File: config.mk
export PLATFORM = sky130hd
export DESIGN_NAME = masked_byte_signature_matcher_unit
export DESIGN_NICKNAME = d
export VERILOG_FILES = /design/src/hw/rtl/mbsm_pkg.sv /design/src/hw/rtl/masked_byte_signature_matcher_unit.sv
export SDC_FILE = /design/constraint.sdc
export NUM_CORES = 1
export LEC_CHECK = 0
export BUFFER_PORTS_ARGS = -buffer_cell sky130_fd_sc_hd__buf_2
export CORE_ASPECT_RATIO = 0.9
export CORE_MARGIN = 10
export CORE_UTILIZATION = 55
export CTS_CLUSTER_DIAMETER = 120
export DETAILED_ROUTE_END_ITERATION = 10
export HOLD_SLACK_MARGIN = 0.02
export PLACE_DENSITY = 0.72
export SLEW_MARGIN = 20
export SYNTH_ARGS = -nofsm -noshare
export SYNTH_HDL_FRONTEND = slang
export SYNTH_SLANG_ARGS = --single-unit
File: constraint.sdc
create_clock -name clk -period 10.6 [get_ports clk]
set_input_delay 0.53 -clock clk [delete_from_list [all_inputs] [get_ports clk]]
set_output_delay 0.53 -clock clk [all_outputs]
set_load 0.05 [all_outputs]
File: src/hw/rtl/mbsm_pkg.sv
package mbsm_pkg;

	// field and register widths fixed by the block's interface
	localparam int BYTE_W       = 8;
	localparam int CFG_DATA_W   = 64;
	localparam int CFG_INDEX_W  = 2;
	localparam int RULES_W      = 32;
	localparam int LEN_W        = 5;
	localparam int OFFSET_OUT_W = 32;
	localparam int CFG_POSITIONS = 16;

	typedef enum logic [CFG_INDEX_W-1:0] {
		CFG_PATTERN_LOW  = 2'd0,
		CFG_PATTERN_HIGH = 2'd1,
		CFG_RULES        = 2'd2,
		CFG_LENGTH       = 2'd3
	} cfg_reg_t;

	// per-position rule, two bits each
	typedef enum logic [1:0] {
		RULE_ANY     = 2'd0,
		RULE_EQUAL   = 2'd1,
		RULE_DIFFER  = 2'd2,
		RULE_ANY_ALT = 2'd3
	} rule_t;

	localparam logic [LEN_W-1:0] LENGTH_RESET = 5'd1;

endpackage

File: src/hw/rtl/masked_byte_signature_matcher_unit.sv
// Masked byte signature matcher. Bytes of a region arrive one byte per cycle
// on the input channel; the last byte of a region carries last_in_region.
// Each of up to MAX_PATTERN_BYTES pattern positions has a rule (must equal,
// must differ, or any) taken from the configuration registers. The first
// window of the newest pattern_length bytes that satisfies every rule gives
// one found word with the offset of its first byte; later bytes of that
// region are dropped. A region that ends without a match gives one not-found
// word. The block takes one byte every cycle while not stalled; the input
// register feeds a single stage in which all positions are compared in
// parallel against the shifted byte window, and the result lands in the
// output register, from which the found or not-found word is presented.
// The input stalls only while a result waits in the output register and the
// output is stalled. Configuration is to be written only while the block is
// idle; pattern_length above MAX_PATTERN_BYTES is treated as the maximum.
module masked_byte_signature_matcher_unit #(
	parameter int MAX_PATTERN_BYTES = 16,
	parameter int OFFSET_BITS       = 32
) (
	input  logic                                  clk,
	input  logic                                  arst_n,
	// configuration write port
	input  logic                                  cfg_we,
	input  logic [mbsm_pkg::CFG_INDEX_W-1:0]      cfg_index,
	input  logic [mbsm_pkg::CFG_DATA_W-1:0]       cfg_wdata,
	// input channel
	input  logic                                  in_valid,
	output logic                                  in_stall,
	input  logic [mbsm_pkg::BYTE_W-1:0]           data_byte,
	input  logic                                  last_in_region,
	// result channel
	output logic                                  out_valid,
	input  logic                                  out_stall,
	output logic                                  found,
	output logic [mbsm_pkg::OFFSET_OUT_W-1:0]     match_offset
);

	localparam int IDX_W     = (MAX_PATTERN_BYTES > 1) ? $clog2(MAX_PATTERN_BYTES) : 1;
	localparam int OFF_EXT_W = (OFFSET_BITS > mbsm_pkg::OFFSET_OUT_W) ?
		OFFSET_BITS : mbsm_pkg::OFFSET_OUT_W;
	localparam int PAT_W     = 2 * mbsm_pkg::CFG_DATA_W;

	// configuration registers
	logic [PAT_W-1:0]                    pattern_q;
	logic [mbsm_pkg::RULES_W-1:0]        rules_q;
	logic [mbsm_pkg::LEN_W-1:0]          pattern_length_q;

	// input register
	logic                                valid_s1;
	logic [mbsm_pkg::BYTE_W-1:0]         byte_s1;
	logic                                last_s1;

	// region state
	logic [mbsm_pkg::BYTE_W-1:0]         byte_window_q [MAX_PATTERN_BYTES];
	logic [OFFSET_BITS-1:0]              bytes_seen_q;
	logic                                reported_q;

	// result register
	logic                                out_valid_q;
	logic                                found_q;
	logic [mbsm_pkg::OFFSET_OUT_W-1:0]   offset_q;

	// stage logic
	logic                                advance;
	logic                                process;
	logic [mbsm_pkg::BYTE_W-1:0]         window_next [MAX_PATTERN_BYTES];
	logic [mbsm_pkg::LEN_W-1:0]          len_eff;
	logic [mbsm_pkg::LEN_W-1:0]          pos_idx [MAX_PATTERN_BYTES];
	logic [MAX_PATTERN_BYTES-1:0]        pos_ok;
	logic                                count_ok;
	logic [OFFSET_BITS-1:0]              seen_next;
	logic                                len_reached;
	logic                                hit;
	logic                                miss_at_end;
	logic [OFFSET_BITS-1:0]              offset_diff;
	logic [OFF_EXT_W-1:0]                offset_ext;

	// ---------------------------------------------------------------
	// configuration writes, extra data bits dropped
	// ---------------------------------------------------------------
	always_ff @(posedge clk or negedge arst_n) begin
		if (!arst_n) begin
			pattern_q        <= '0;
			rules_q          <= '0;
			pattern_length_q <= mbsm_pkg::LENGTH_RESET;
		end else if (cfg_we) begin
			case (mbsm_pkg::cfg_reg_t'(cfg_index))
				mbsm_pkg::CFG_PATTERN_LOW: begin
					pattern_q[mbsm_pkg::CFG_DATA_W-1:0] <= cfg_wdata;
				end
				mbsm_pkg::CFG_PATTERN_HIGH: begin
					pattern_q[PAT_W-1:mbsm_pkg::CFG_DATA_W] <= cfg_wdata;
				end
				mbsm_pkg::CFG_RULES: begin
					rules_q <= cfg_wdata[mbsm_pkg::RULES_W-1:0];
				end
				mbsm_pkg::CFG_LENGTH: begin
					pattern_length_q <= cfg_wdata[mbsm_pkg::LEN_W-1:0];
				end
				default: begin
				end
			endcase
		end
	end

	// ---------------------------------------------------------------
	// handshake: the stage moves unless a result is stuck at the output
	// ---------------------------------------------------------------
	assign advance  = !out_valid_q || !out_stall;
	assign process  = valid_s1 && advance;
	assign in_stall = valid_s1 && !advance;

	always_ff @(posedge clk or negedge arst_n) begin
		if (!arst_n) begin
			valid_s1 <= 1'b0;
		end else if (!in_stall) begin
			valid_s1 <= in_valid;
		end
	end

	always_ff @(posedge clk) begin
		if (in_valid && !in_stall) begin
			byte_s1 <= data_byte;
			last_s1 <= last_in_region;
		end
	end

	// ---------------------------------------------------------------
	// compare stage
	// ---------------------------------------------------------------
	// saturate length to the window depth
	assign len_eff = (pattern_length_q > mbsm_pkg::LEN_W'(MAX_PATTERN_BYTES)) ?
		mbsm_pkg::LEN_W'(MAX_PATTERN_BYTES) : pattern_length_q;

	// newest byte enters at slot 0
	always_comb begin
		window_next[0] = byte_s1;
		for (int i = 1; i < MAX_PATTERN_BYTES; i++) begin
			window_next[i] = byte_window_q[i-1];
		end
	end

	// position k sits at slot len-1-k; positions past the length always pass
	always_comb begin
		for (int k = 0; k < MAX_PATTERN_BYTES; k++) begin
			pos_idx[k] = len_eff - mbsm_pkg::LEN_W'(1) - mbsm_pkg::LEN_W'(k);
			if (mbsm_pkg::LEN_W'(k) >= len_eff) begin
				pos_ok[k] = 1'b1;
			end else begin
				case (mbsm_pkg::rule_t'(rules_q[2*k +: 2]))
					mbsm_pkg::RULE_EQUAL: begin
						pos_ok[k] = window_next[pos_idx[k][IDX_W-1:0]] ==
							pattern_q[mbsm_pkg::BYTE_W*k +: mbsm_pkg::BYTE_W];
					end
					mbsm_pkg::RULE_DIFFER: begin
						pos_ok[k] = window_next[pos_idx[k][IDX_W-1:0]] !=
							pattern_q[mbsm_pkg::BYTE_W*k +: mbsm_pkg::BYTE_W];
					end
					default: begin
						pos_ok[k] = 1'b1;
					end
				endcase
			end
		end
	end

	// counter saturates; once full no further match is tested
	assign count_ok    = bytes_seen_q != {OFFSET_BITS{1'b1}};
	assign seen_next   = bytes_seen_q + OFFSET_BITS'(1);
	assign len_reached = seen_next >= OFFSET_BITS'(len_eff);
	assign hit         = !reported_q && count_ok && (len_eff != '0) &&
		len_reached && (&pos_ok);
	assign miss_at_end = last_s1 && !reported_q && !hit;
	assign offset_diff = seen_next - OFFSET_BITS'(len_eff);
	assign offset_ext  = OFF_EXT_W'(offset_diff);

	// region state update
	always_ff @(posedge clk or negedge arst_n) begin
		if (!arst_n) begin
			for (int i = 0; i < MAX_PATTERN_BYTES; i++) begin
				byte_window_q[i] <= '0;
			end
			bytes_seen_q <= '0;
			reported_q   <= 1'b0;
		end else if (process) begin
			if (last_s1) begin
				// end of region clears everything
				for (int i = 0; i < MAX_PATTERN_BYTES; i++) begin
					byte_window_q[i] <= '0;
				end
				bytes_seen_q <= '0;
				reported_q   <= 1'b0;
			end else if (!reported_q) begin
				byte_window_q <= window_next;
				if (count_ok) begin
					bytes_seen_q <= seen_next;
				end
				if (hit) begin
					reported_q <= 1'b1;
				end
			end
		end
	end

	// ---------------------------------------------------------------
	// result register
	// ---------------------------------------------------------------
	always_ff @(posedge clk or negedge arst_n) begin
		if (!arst_n) begin
			out_valid_q <= 1'b0;
		end else if (advance) begin
			out_valid_q <= valid_s1 && (hit || miss_at_end);
		end
	end

	always_ff @(posedge clk) begin
		if (advance && valid_s1) begin
			found_q  <= hit;
			offset_q <= hit ? offset_ext[mbsm_pkg::OFFSET_OUT_W-1:0] : '0;
		end
	end

	assign out_valid    = out_valid_q;
	assign found        = found_q;
	assign match_offset = offset_q;

	// ---------------------------------------------------------------
	// checks
	// ---------------------------------------------------------------
	// not-found words always carry a zero offset
	a_miss_offset_zero: assert property (@(posedge clk) disable iff (!arst_n)
		out_valid && !found |-> match_offset == '0)
		else $error("not-found word with nonzero offset");

	// input backs up only behind a held result
	a_stall_cause: assert property (@(posedge clk) disable iff (!arst_n)
		in_stall |-> (out_valid && out_stall))
		else $error("input stalled without a held result");

	// a byte after a reported match, before the end mark, gives no word
	a_quiet_after_match: assert property (@(posedge clk) disable iff (!arst_n)
		process && reported_q && !last_s1 |=> !out_valid)
		else $error("word emitted after match in same region");

endmodule
* Word-level counts from Yosys, hierarchy flattened
Cells that the tools add are included.
** Word-level totals
- Register bits after elaboration :: 362
- Output and inout port bits :: 35
** Operators by class
- Add/sub/neg operators :: 18
- Magnitude comparators :: 34
- Eq/ne operators :: 69
- Muxes and demuxes :: 89
- Bitwise operators :: 16
- Reductions and logical operators :: 28
** Operator list (number)
- $bmux 8 s4 :: 16
- $mux 128 :: 2
- $mux 8 :: 32
- $eq 8x8->1 :: 16
- $ne 8x8->1 :: 16
- $mux 32 :: 3
- $ge 5x5->1 const B :: 16
- $not 4->5 :: 16
- $ge 4x5->1 const A :: 8
- $eq 2x2->1 const B :: 18
- $eq 2x1->1 const B :: 17
- $add 32x1->32 const B :: 1
- $ge 32x5->1 :: 1
- $ne 32x32->1 const B :: 1
- $pmux 1 s2 :: 16
- $sub 32x5->32 :: 1
- $sub 4x4->4 const B :: 8
- $ge 3x5->1 const A :: 4
- $mux 1 :: 19
- $reduce_and 16->1 :: 1
- $sub 4x3->4 const B :: 4
- $ge 1x5->1 const A :: 2
- $ge 2x5->1 const A :: 2
- $logic_and 1x1->1 :: 10
- 12 further kinds :: 24

* Logic depth before layout (Yosys ltp)
Gate-level depths: netlist (run 1).
- Depth in word-level cells :: 17
- Gate-level depth with buffers :: 31

* Least setup slack after synthesis (run 1)
No wires, ideal clock.
- Kind :: register to register
- Start point :: reg pattern_length_q[0] (netlist bit)
- End point :: reg offset_q (netlist bit match_offset[15]) (data pin)
- Setup time :: 0.140 ns
- Arrival :: 6.879 ns
- Data required time :: 10.460 ns
- Setup slack :: 3.581 ns
- Stages on the path, launching flop included :: 29
- Path buffers :: 12
- Cell sequence :: dfstp_2 > nor2b_2 > buf_4 > inv_4 > buf_6 > buf_2 > clkbuf_1 > buf_2 > ha_1 > xnor2_1 > clkbuf_1 > clkbuf_1 > clkbuf_1 > ha_1 > a2111oi_2 > or4_1 > clkbuf_1 > nand2_1 > clkbuf_1 > mux2i_1 > xor2_1 > nand4_1 > or4b_1 > nand3_1 > nand4_1 > or4_1 > buf_2 > buf_6 > a21oi_2
** Between the ends
- Word-level cells in the longest chain between the ends :: 13
** Ends and longest elaborated chain
- start, declared :: line masked_byte_signature_matcher_unit.sv:45 : logic [mbsm_pkg::LEN_W-1:0] pattern_length_q;
- start signal, assigned :: line masked_byte_signature_matcher_unit.sv:84 : pattern_length_q <= mbsm_pkg::LENGTH_RESET;
- start signal, assigned :: line masked_byte_signature_matcher_unit.sv:97 : pattern_length_q <= cfg_wdata[mbsm_pkg::LEN_W-1:0];
- $gt 5x5->1 :: line masked_byte_signature_matcher_unit.sv:131 : assign len_eff = (pattern_length_q > mbsm_pkg::LEN_W'(MAX_PATTERN_BYTES)) ?
- $mux 5 * :: line masked_byte_signature_matcher_unit.sv:131
- $sub 4x1->4 :: line masked_byte_signature_matcher_unit.sv:145 : pos_idx[k] = len_eff - mbsm_pkg::LEN_W'(1) - mbsm_pkg::LEN_W'(k);
- $sub 4x1->4, or another cell as far along :: line masked_byte_signature_matcher_unit.sv:145
- $not 4->5 (implied by the code) :: line masked_byte_signature_matcher_unit.sv:151, masked_byte_signature_matcher_unit.sv:155
- $bmux 8 s4 :: line masked_byte_signature_matcher_unit.sv:151, masked_byte_signature_matcher_unit.sv:155
- $mux 8 (implied by the code) (2 in a row) :: line masked_byte_signature_matcher_unit.sv:151, masked_byte_signature_matcher_unit.sv:155
- $ne 8x8->1 or $eq 8x8->1 (tied branches) :: line masked_byte_signature_matcher_unit.sv:155, masked_byte_signature_matcher_unit.sv:151
- $pmux 1 s2 :: line masked_byte_signature_matcher_unit.sv:149 : case (mbsm_pkg::rule_t'(rules_q[2*k +: 2]))
- $mux 1 :: line masked_byte_signature_matcher_unit.sv:146 : if (mbsm_pkg::LEN_W'(k) >= len_eff) begin
- $reduce_and 16->1 :: line masked_byte_signature_matcher_unit.sv:171 : len_reached && (&pos_ok);
- $logic_and 1x1->1 :: line masked_byte_signature_matcher_unit.sv:171
- end signal, assigned :: line masked_byte_signature_matcher_unit.sv:218 : offset_q <= hit ? offset_ext[mbsm_pkg::OFFSET_OUT_W-1:0] : '0;
- end, declared :: line masked_byte_signature_matcher_unit.sv:60 : logic [mbsm_pkg::OFFSET_OUT_W-1:0] offset_q;
Every way passes the cells marked *; elsewhere a longest branch is shown, timed or not. The select of a mux whose other input is x is not followed.
A chain may end at the register's enable or synchronous reset.

* Final worst setup path (run 1)
- Start point :: reg pattern_length_q[1] (netlist bit)
- End point :: reg offset_q (netlist bit match_offset[13]) (data pin)
Same word-level chain as after synthesis.

==> results of run 1 <==
==> layout make-up <==
| type | count | area (sq um) |
|---|---|---|
| diodes | 1 | 2.502 |
| clock buffers | 50 | 1100 |
| clock inverters | 24 | 280.3 |
| fillers | 3923 | 18340 |
| inverters | 68 | 257.7 |
| multi-input cells | 1920 | 15620 |
| flip-flops and latches | 362 | 9275 |
| well taps | 616 | 770.7 |
| repair buffers | 155 | 894.6 |
==> stage by stage <==
| step | power, mW | area (sq um) | hold slack (ns) | std cells | util |
|---|---|---|---|---|---|
| 3_5_place_dp | 4.249 | 26800 | 0.5000 | 3120 | 0.5757 |
| 5_1_grt | 6.025 | 28200 | 0.09308 | 3195 | 0.6058 |
| 2_1_floorplan | 3.524 | 25850 | 0.2344 | 2542 | - |
| 3_3_place_gp | 4.203 | 26790 | 0.4916 | 3120 | 0.5756 |
| 6_report | 5.771 | 28200 | 0.1038 | 3196 | 0.6059 |
| 4_1_cts | 5.727 | 28190 | 0.08481 | 3195 | 0.6056 |
==> logic make-up (layout without fill, tap and decap cells) <==
family | Yosys count | in the layout
simple gates | 693 | 693
compound gates | 594 | 594
mux | 438 | 438
flops | 362 | 362
buf+inv | 260 | 297
xor+xnor | 140 | 140
fa+ha+maj | 55 | 55
other cells | 0 | 1
==> worst register-to-register path: stages, from the launching register on <==
cell      delay [ns]
dfrtp_4         0.74
nand2b_2        0.45
buf_4           0.39
ha_1            0.30
xnor2_2         0.18
buf_4           0.42
ha_1            0.42
clkinv_1        0.28
o21ai_1         0.56
nand2_1         0.53
mux4_2          0.61
xor2_1          0.17
nor4_1          0.60
and3_1          0.25
a2111o_1        0.20
nand4_1         0.13
or4_1           0.41
buf_4           0.26
a21oi_1         0.25
==> timing repair <==
item,in CTS,in global routing
hold endpoints to repair,23,0
hold buffers,1,0
resized for setup,0,0
==> routing by layer <==
layer  global-route usage  vias up
met5                    0        -
met4               0.1388        2
met2               0.4704     1082
li1                     -     9649
met3              0.07276      233
met1               0.3987    11100
==> power by group through the flow <==
stage / clock network, mW / registers (mW) / logic [mW]
floorplan: 0 / 1.73 / 1.80
global placement: 0 / 1.77 / 2.43
detailed placement: 0 / 1.78 / 2.47
CTS: 1.49 / 1.75 / 2.49
global route: 1.54 / 1.78 / 2.71
finish: 1.47 / 1.76 / 2.54
==> registers in the layout, indices dropped and copies added (netlist names) <==
register / flops
pattern_q: 128
byte_window_q: 120
bytes_seen_q: 32
match_offset: 32
rules_q: 32
byte_s1: 8
pattern_length_q: 5
found: 1
last_s1: 1
out_valid: 1
reported_q: 1
valid_s1: 1
==> cell usage in the layout (no fill, tap or decap), types with 27 or more instances in the layout <==
master       n
dfrtp_1    317
mux2_2     199
nand2_1    152
mux2i_1    142
o21ai_0    127
a22o_1     126
nor2_1     124
buf_2      113
mux4_2      97
a21oi_1     94
nand3_1     85
xnor2_1     79
inv_1       62
xor2_1      59
nand4_1     56
ha_1        54
and3_1      42
edfxtp_1    42
clkbuf_16   41
a22oi_1     40
buf_4       39
nor3_1      37
nand2b_1    32
nor3b_1     32
nor4_1      27
==> Yosys cell counts (22+ instances only) <==
master	instances	area share
and3_1	42	0.010
nand3_1	85	0.016
mux2_2	199	0.087
a22oi_1	40	0.012
inv_1	62	0.0090
nor4_1	28	0.0068
mux2i_1	142	0.055
clkbuf_1	140	0.020
nand2_1	152	0.022
nand4_1	56	0.014
o22ai_1	22	0.0053
a22o_1	126	0.043
xor2_1	59	0.020
xnor2_1	81	0.027
ha_1	54	0.026
nor3_1	38	0.0074
a21oi_1	94	0.018
dfrtp_1	319	0.31
nand2b_1	33	0.0080
buf_1	25	0.0036
mux4_2	97	0.084
nor3b_1	35	0.010
nor2_1	126	0.018
o21ai_0	129	0.025
edfxtp_1	42	0.049
==> worst paths after layout <==
path	startpoint	endpoint	slack [ns]	cells after the start
min reg2reg	bytes_seen_q[24]$_DFFE_PN0P_	bytes_seen_q[24]$_DFFE_PN0P_	0.52	1
max	pattern_length_q[1]$_DFFE_PN0P_	match_offset[13]$_SDFFCE_PN0P_	3.30	18
min	data_byte[1]	byte_s1[1]$_DFFE_PP_	0.10	1
max in group asynchronous	arst_n	pattern_q[119]$_DFFE_PN0P_	8.04	4
max reg2reg	pattern_length_q[1]$_DFFE_PN0P_	match_offset[13]$_SDFFCE_PN0P_	3.30	18
min in group asynchronous	arst_n	byte_window_q[58]$_DFFE_PN0P_	0.55	2
==> impl_results.md, run 1 <==
* Arrival @ worst endpoint at about 7.7 ns
* Max Clock Freq at 137.1 MHz
* Sequential power share at 0.304
* Seq/Total Area, Yosys at 0.3586
* Vias in the first global route at between 20000 and 25000
* Dpl ws at 3.481 ns
* Setup CP Type: reg2reg
* Initial Util at 0.5555
* I/O Buffers at 114
* RePlAce Congestion at 0.9991
* TritonCTS clock tree: built
* Main flop type after synthesis: dfrtp_1
* Final Slew Violations at 0
* Die X at 248.5 um
* CP Launch Type: flop
* Clock slew at reported path FFs at 0.06 ns
* Drt wl/cell at between 20 and 30 um
* Top Layer Used: met5
* Worst-margin pin slew at between 1 and 1.5 ns
* Root Driver: clkbuf_16
* Worst Path Required at 11.04 ns
* Leak pwr at 11.79 nW
* Hpwl dp at between 60000 and 70000 um
* Clk pwr share at 0.255
* Level count of the clock H-tree at 2
* Net count, final at 2683
* Xor/xnor cell area share of the yosys netlist at 0.04743
* Min Tclk post-route at 7.296 ns
* Synth Area in Simple Gates at 0.1406
* CP max FO at 43
* Largest net degree at the start of global routing at ~110
* WL met3 at 8846 um
* Total die area at ~0.056 sq mm
* Core Region at 0.04654 sq mm
* Drt initial violations at about 2700
* Cell-internal power at ~3.4 mW
* Fin. Hold Viols at 0
* Synth Warn # at 0
* FF+latch count, synth at 362
* Share of cells above drive strength 1 at 0.2133
* Mux cell area share after synthesis at 0.2262
* Max-cap violations at 0
* Post-Syn Instances at roughly 2500
* WL met1 at 35110 um
* CP endpoint kind: flop
* Combinational share of power at 0.440
* Num CTS Buffers at 41
* Gr ovfl total at 0
* Mean Syn Cell Area at ~10 sq um
* Worst path slowest cell: dfrtp_4
* Mapped Area at between 0.02 and 0.03 sq mm
* Detailed-route via count at 22060
* Setup TNS at 0 ns
* Library cells used by synthesis at 79
* Routed Antenna Nets at 0
* Number of synthesized flops with an enable pin at 42
* Family with the most delay on the worst path: simple AND/OR/NAND/NOR gates
* # Post-CTS Setup Buffers at 0
* VDD IR max at 0.0001488 V
* Combinational family with the most area after synthesis: multiplexers
* Die Span Y at 225.7 um
* Cell row count at 75
* Initial antenna violation count at 1
* Synth Area in Adders at 0.02691
* Setup WS post-layout at between 3 and 4 ns
* Compound-Gate Fraction of Synth Area at 0.1600
* Final setup vio count at 0
* NetSw at 2.365 mW
* Slew HR at 0.1808
* Clk_skew at 0.02389 ns
* Residual DRC at 0
* Power per cell area at 204.6 mW/mm^2
* Aggregate global-route resource usage at 0.3039
* Crit path cell chain: nand2b_2 -> buf_4 -> ha_1 -> xnor2_2 -> buf_4 -> ha_1 -> clkinv_1 -> o21ai_1 -> nand2_1 -> mux4_2 -> xor2_1 -> nor4_1 -> and3_1 -> a2111o_1 -> nand4_1 -> or4_1 -> buf_4 -> a21oi_1
* Sink Count at 362
* Syn-to-layout area delta at 9.079%
* Met2 wire len at 38990 um
* Pre-antenna DRT Iters at 6
* Crit path buf inv count at 4
* Switch share at 0.4099
* Period utilisation layout at 0.6883
* Max stage delay on crit path at 0.74 ns
* Clock Tree Buf Depth at 3
* Clk_lat worst skew at about 0.6 ns
* Hold Path Class: in2reg
* Status: finished clean
* Io pins at 115
* Fraction of registers with async set/reset at 0.8840
* First-pass GRT wire length at 132900 um
* Most Frequent Cell on Critical Path: buf_4
* Net count after synthesis at 2677
* RSZ-0062 raised after global routing: false
* Vias per cell at 6.903
* Total wire length at around 87000 um
No activity file was read; power rests on OpenSTA's default activity.
==> run 2, diff against run 1 <==
Settings changed: PLACE_DENSITY 0.72 to 0.75.
Clock period 10.6 ns to 6.5 ns, I/O delays scaled along.
==> run 2 against run 1 <==
Against the previous run: fmax rose by 18%; sequential power rose by 63%; clock skew rose by 0.011 ns; cell area rose by 2.6%; first-iteration DRC count rose by 14%; largest cell class unchanged; non-clock buffer count rose by 79.
==> impl_results.md, run 2 (synthesized netlist as in run 1, its figures left out) <==
* Status: finished clean (unchanged)
* Top flop regs: pattern_q x128, byte_window_q x120 (unchanged)
* Family with the most delay on the worst path: simple AND/OR/NAND/NOR gates (unchanged)
* Max reg flops at 128 (unchanged)
* Clk_skew at 0.03525 ns (was 0.02389 ns)
* Net count, final at 2761 (was 2683)
* Clock Tree Buf Depth at 3 (unchanged)
* Sink Count at 362 (unchanged)
* Final setup vio count at 0 (unchanged)
* Gr ovfl total at 0 (unchanged)
* Dpl ws at 0.3203 ns (was 3.481 ns)
* Share of cells above drive strength 1 at 0.2154 (was 0.2133)
* Leak pwr at 12.11 nW (was 11.79 nW)
* Total die area at 0.05609 sq mm (unchanged)
* Die Span Y at 225.7 um (unchanged)
* Power per cell area at 326.2 mW/mm^2 (was 204.6 mW/mm^2)
* Final Slew Violations at 0 (unchanged)
* Commonest non-fill, non-tap cells in the layout: 317 x dfrtp_1, 199 x mux2_2, 149 x nand2_1 (was 317 x dfrtp_1, 199 x mux2_2, 152 x nand2_1)
* Min Tclk post-route at 6.161 ns (was 7.296 ns)
* Clock slew at reported path FFs at 0.07 ns (was 0.06 ns)
* VDD IR max at 0.0002574 V (was 0.0001488 V)
* CP Launch Type: flop (unchanged)
* Residual DRC at 0 (unchanged)
* Max stage delay on crit path at 0.66 ns (was 0.74 ns)
* Clk_lat worst skew at 0.58 ns (was 0.60 ns)
* Layout Utilization at 0.6213 (was 0.6059)
* Hpwl dp at 63800 um (was 63770 um)
* Vias per cell at 6.925 (was 6.903)
* # Post-CTS Setup Buffers at 0 (unchanged)
* Setup TNS at 0 ns (unchanged)
* Arrival @ worst endpoint at 6.46 ns (was 7.73 ns)
* TritonCTS clock tree: built (unchanged)
* Num CTS Buffers at 40 (was 41)
* Cell row count at 75 (unchanged)
* Diode count at 0 (was 1)
* Hold Path Class: in2reg (unchanged)
* Slew HR at 0.1911 (was 0.1808)
* RePlAce Congestion at 1.060 (was 0.9991)
* Drt wl/cell at 27.04 um (was 27.34 um)
* Initial antenna violation count at 1 (unchanged)
* Routed Antenna Nets at 0 (unchanged)
* Level count of the clock H-tree at 2 (unchanged)
* Total wire length at 88480 um (was 87390 um)
* Worst Path Required at 6.80 ns (was 11.04 ns)
* Worst-margin pin slew at 1.201 ns (was 1.218 ns)
* Setup WS post-layout at 0.3394 ns (was 3.304 ns)
* Worst path slowest cell: nor4_1 (was dfrtp_4)
* Largest net degree at the start of global routing at 191 (was 107)
* Syn-to-layout area delta at 11.86% (was 9.079%)
* Largest Register: pattern_q (unchanged)
* Die X at 248.5 um (unchanged)
* Crit path cell chain: buf_4 -> nand2b_1 -> ha_1 -> nand2_1 -> nand4_1 -> buf_4 -> nand3_1 -> nand2_2 -> mux4_2 -> xor2_1 -> nor4_1 -> buf_4 -> nand2_1 -> a2111o_1 -> nand4_1 -> or4_1 -> buf_4 -> nor2_1 (was nand2b_2 -> buf_4 -> ha_1 -> xnor2_2 -> buf_4 -> ha_1 -> clkinv_1 -> o21ai_1 -> nand2_1 -> mux4_2 -> xor2_1 -> nor4_1 -> and3_1 -> a2111o_1 -> nand4_1 -> or4_1 -> buf_4 -> a21oi_1)
* I/O Buffers at 114 (unchanged)
* Max Clock Freq at 162.3 MHz (was 137.1 MHz)
* Placed inst area at 0.02697 sq mm (was 0.02680 sq mm)
* Root Driver: clkbuf_16 (unchanged)
* Dpl cells at 3139 (was 3120)
* Initial Util at 0.5555 (unchanged)
* First-pass GRT wire length at 136000 um (was 132900 um)
* Io pins at 115 (unchanged)
* Cell Count, Final, Fillers Out at 3272 (was 3196)
* Core Region at 0.04654 sq mm (unchanged)
* Pre-antenna DRT Iters at 6 (unchanged)
* Aggregate global-route resource usage at 0.3087 (was 0.3039)
* Commonest non-fill, non-tap cell in the layout: dfrtp_1 (unchanged)
* Detailed-route via count at 22660 (was 22060)
* Non-Filler Cell Area, Final at 0.02892 sq mm (was 0.02820 sq mm)
* Vias in the first global route at 21870 (was 21130)
* CP endpoint kind: flop (unchanged)
* Worst hold margin at 0.03502 ns (was 0.1038 ns)
* RSZ-0062 raised after global routing: false (unchanged)
* Fin. Hold Viols at 0 (unchanged)
* Most Frequent Cell on Critical Path: buf_4 (unchanged)
* Total power at 9.434 mW (was 5.771 mW)
* Crit path buf inv count at 4 (unchanged)
* Max-cap violations at 0 (unchanged)
* Setup CP Type: reg2reg (unchanged)
* Period utilisation layout at 0.9478 (was 0.6883)
* CP max FO at 35 (was 43)
* Drt initial violations at 3060 (was 2688)
## run 2: cell count changes in the layout (fill, tap and decap cells not counted), moves of 3 or more
cell	before	now
dlygate4sd3_1	1	61
nand2_1	152	149
clkinv_1	7	3
buf_4	39	56
buf_12	0	3
nand2_2	0	3
## run 2: area by class of cell
type                       instances  area (sq um)
sequential                       362          9275
fill                            3794         17620
clock buffer                      56          1167
inverter                          68         257.7
timing repair buffer             234          1672
clock inverter                    16         158.9
tap                              616         770.7
multi-input combinational       1920         15620
## run 2: what timing repair did
action                     CTS  global route
hold buffers                61             0
setup endpoints to repair    0            34
hold endpoints to repair   165             0
gates resized for setup      0             3
## run 2: per-layer routing
metal / up-vias / part of all wire / GRT usage
met4: 2 / 0.049 / 0.1382
met2: 1388 / 0.44 / 0.4772
met3: 275 / 0.12 / 0.07998
met1: 11190 / 0.39 / 0.4028
li1: 9803 / - / -
met5: - / 0.00014 / 0
## run 2: worst paths after layout
kind | start | to | slack, ns | cells after the start
setup / recovery | pattern_length_q[4]$_DFFE_PN0P_ | match_offset[9]$_SDFFCE_PN0P_ | 0.34 | 18
hold / removal | cfg_wdata[30] | pattern_q[30]$_DFFE_PN0P_ | 0.04 | 2
setup reg to reg | pattern_length_q[4]$_DFFE_PN0P_ | match_offset[9]$_SDFFCE_PN0P_ | 0.34 | 18
hold reg to reg | bytes_seen_q[24]$_DFFE_PN0P_ | bytes_seen_q[24]$_DFFE_PN0P_ | 0.50 | 1
max in group asynchronous | arst_n | pattern_q[32]$_DFFE_PN0P_ | 4.90 | 3
min in group asynchronous | arst_n | byte_window_q[40]$_DFFE_PN0P_ | 0.25 | 2
## run 2: where the power goes
part	total (mW)	switching (mW)	internal, mW
registers	2.86	0.311	2.55
clock network	2.34	0.994	1.34
logic	4.24	2.55	1.69
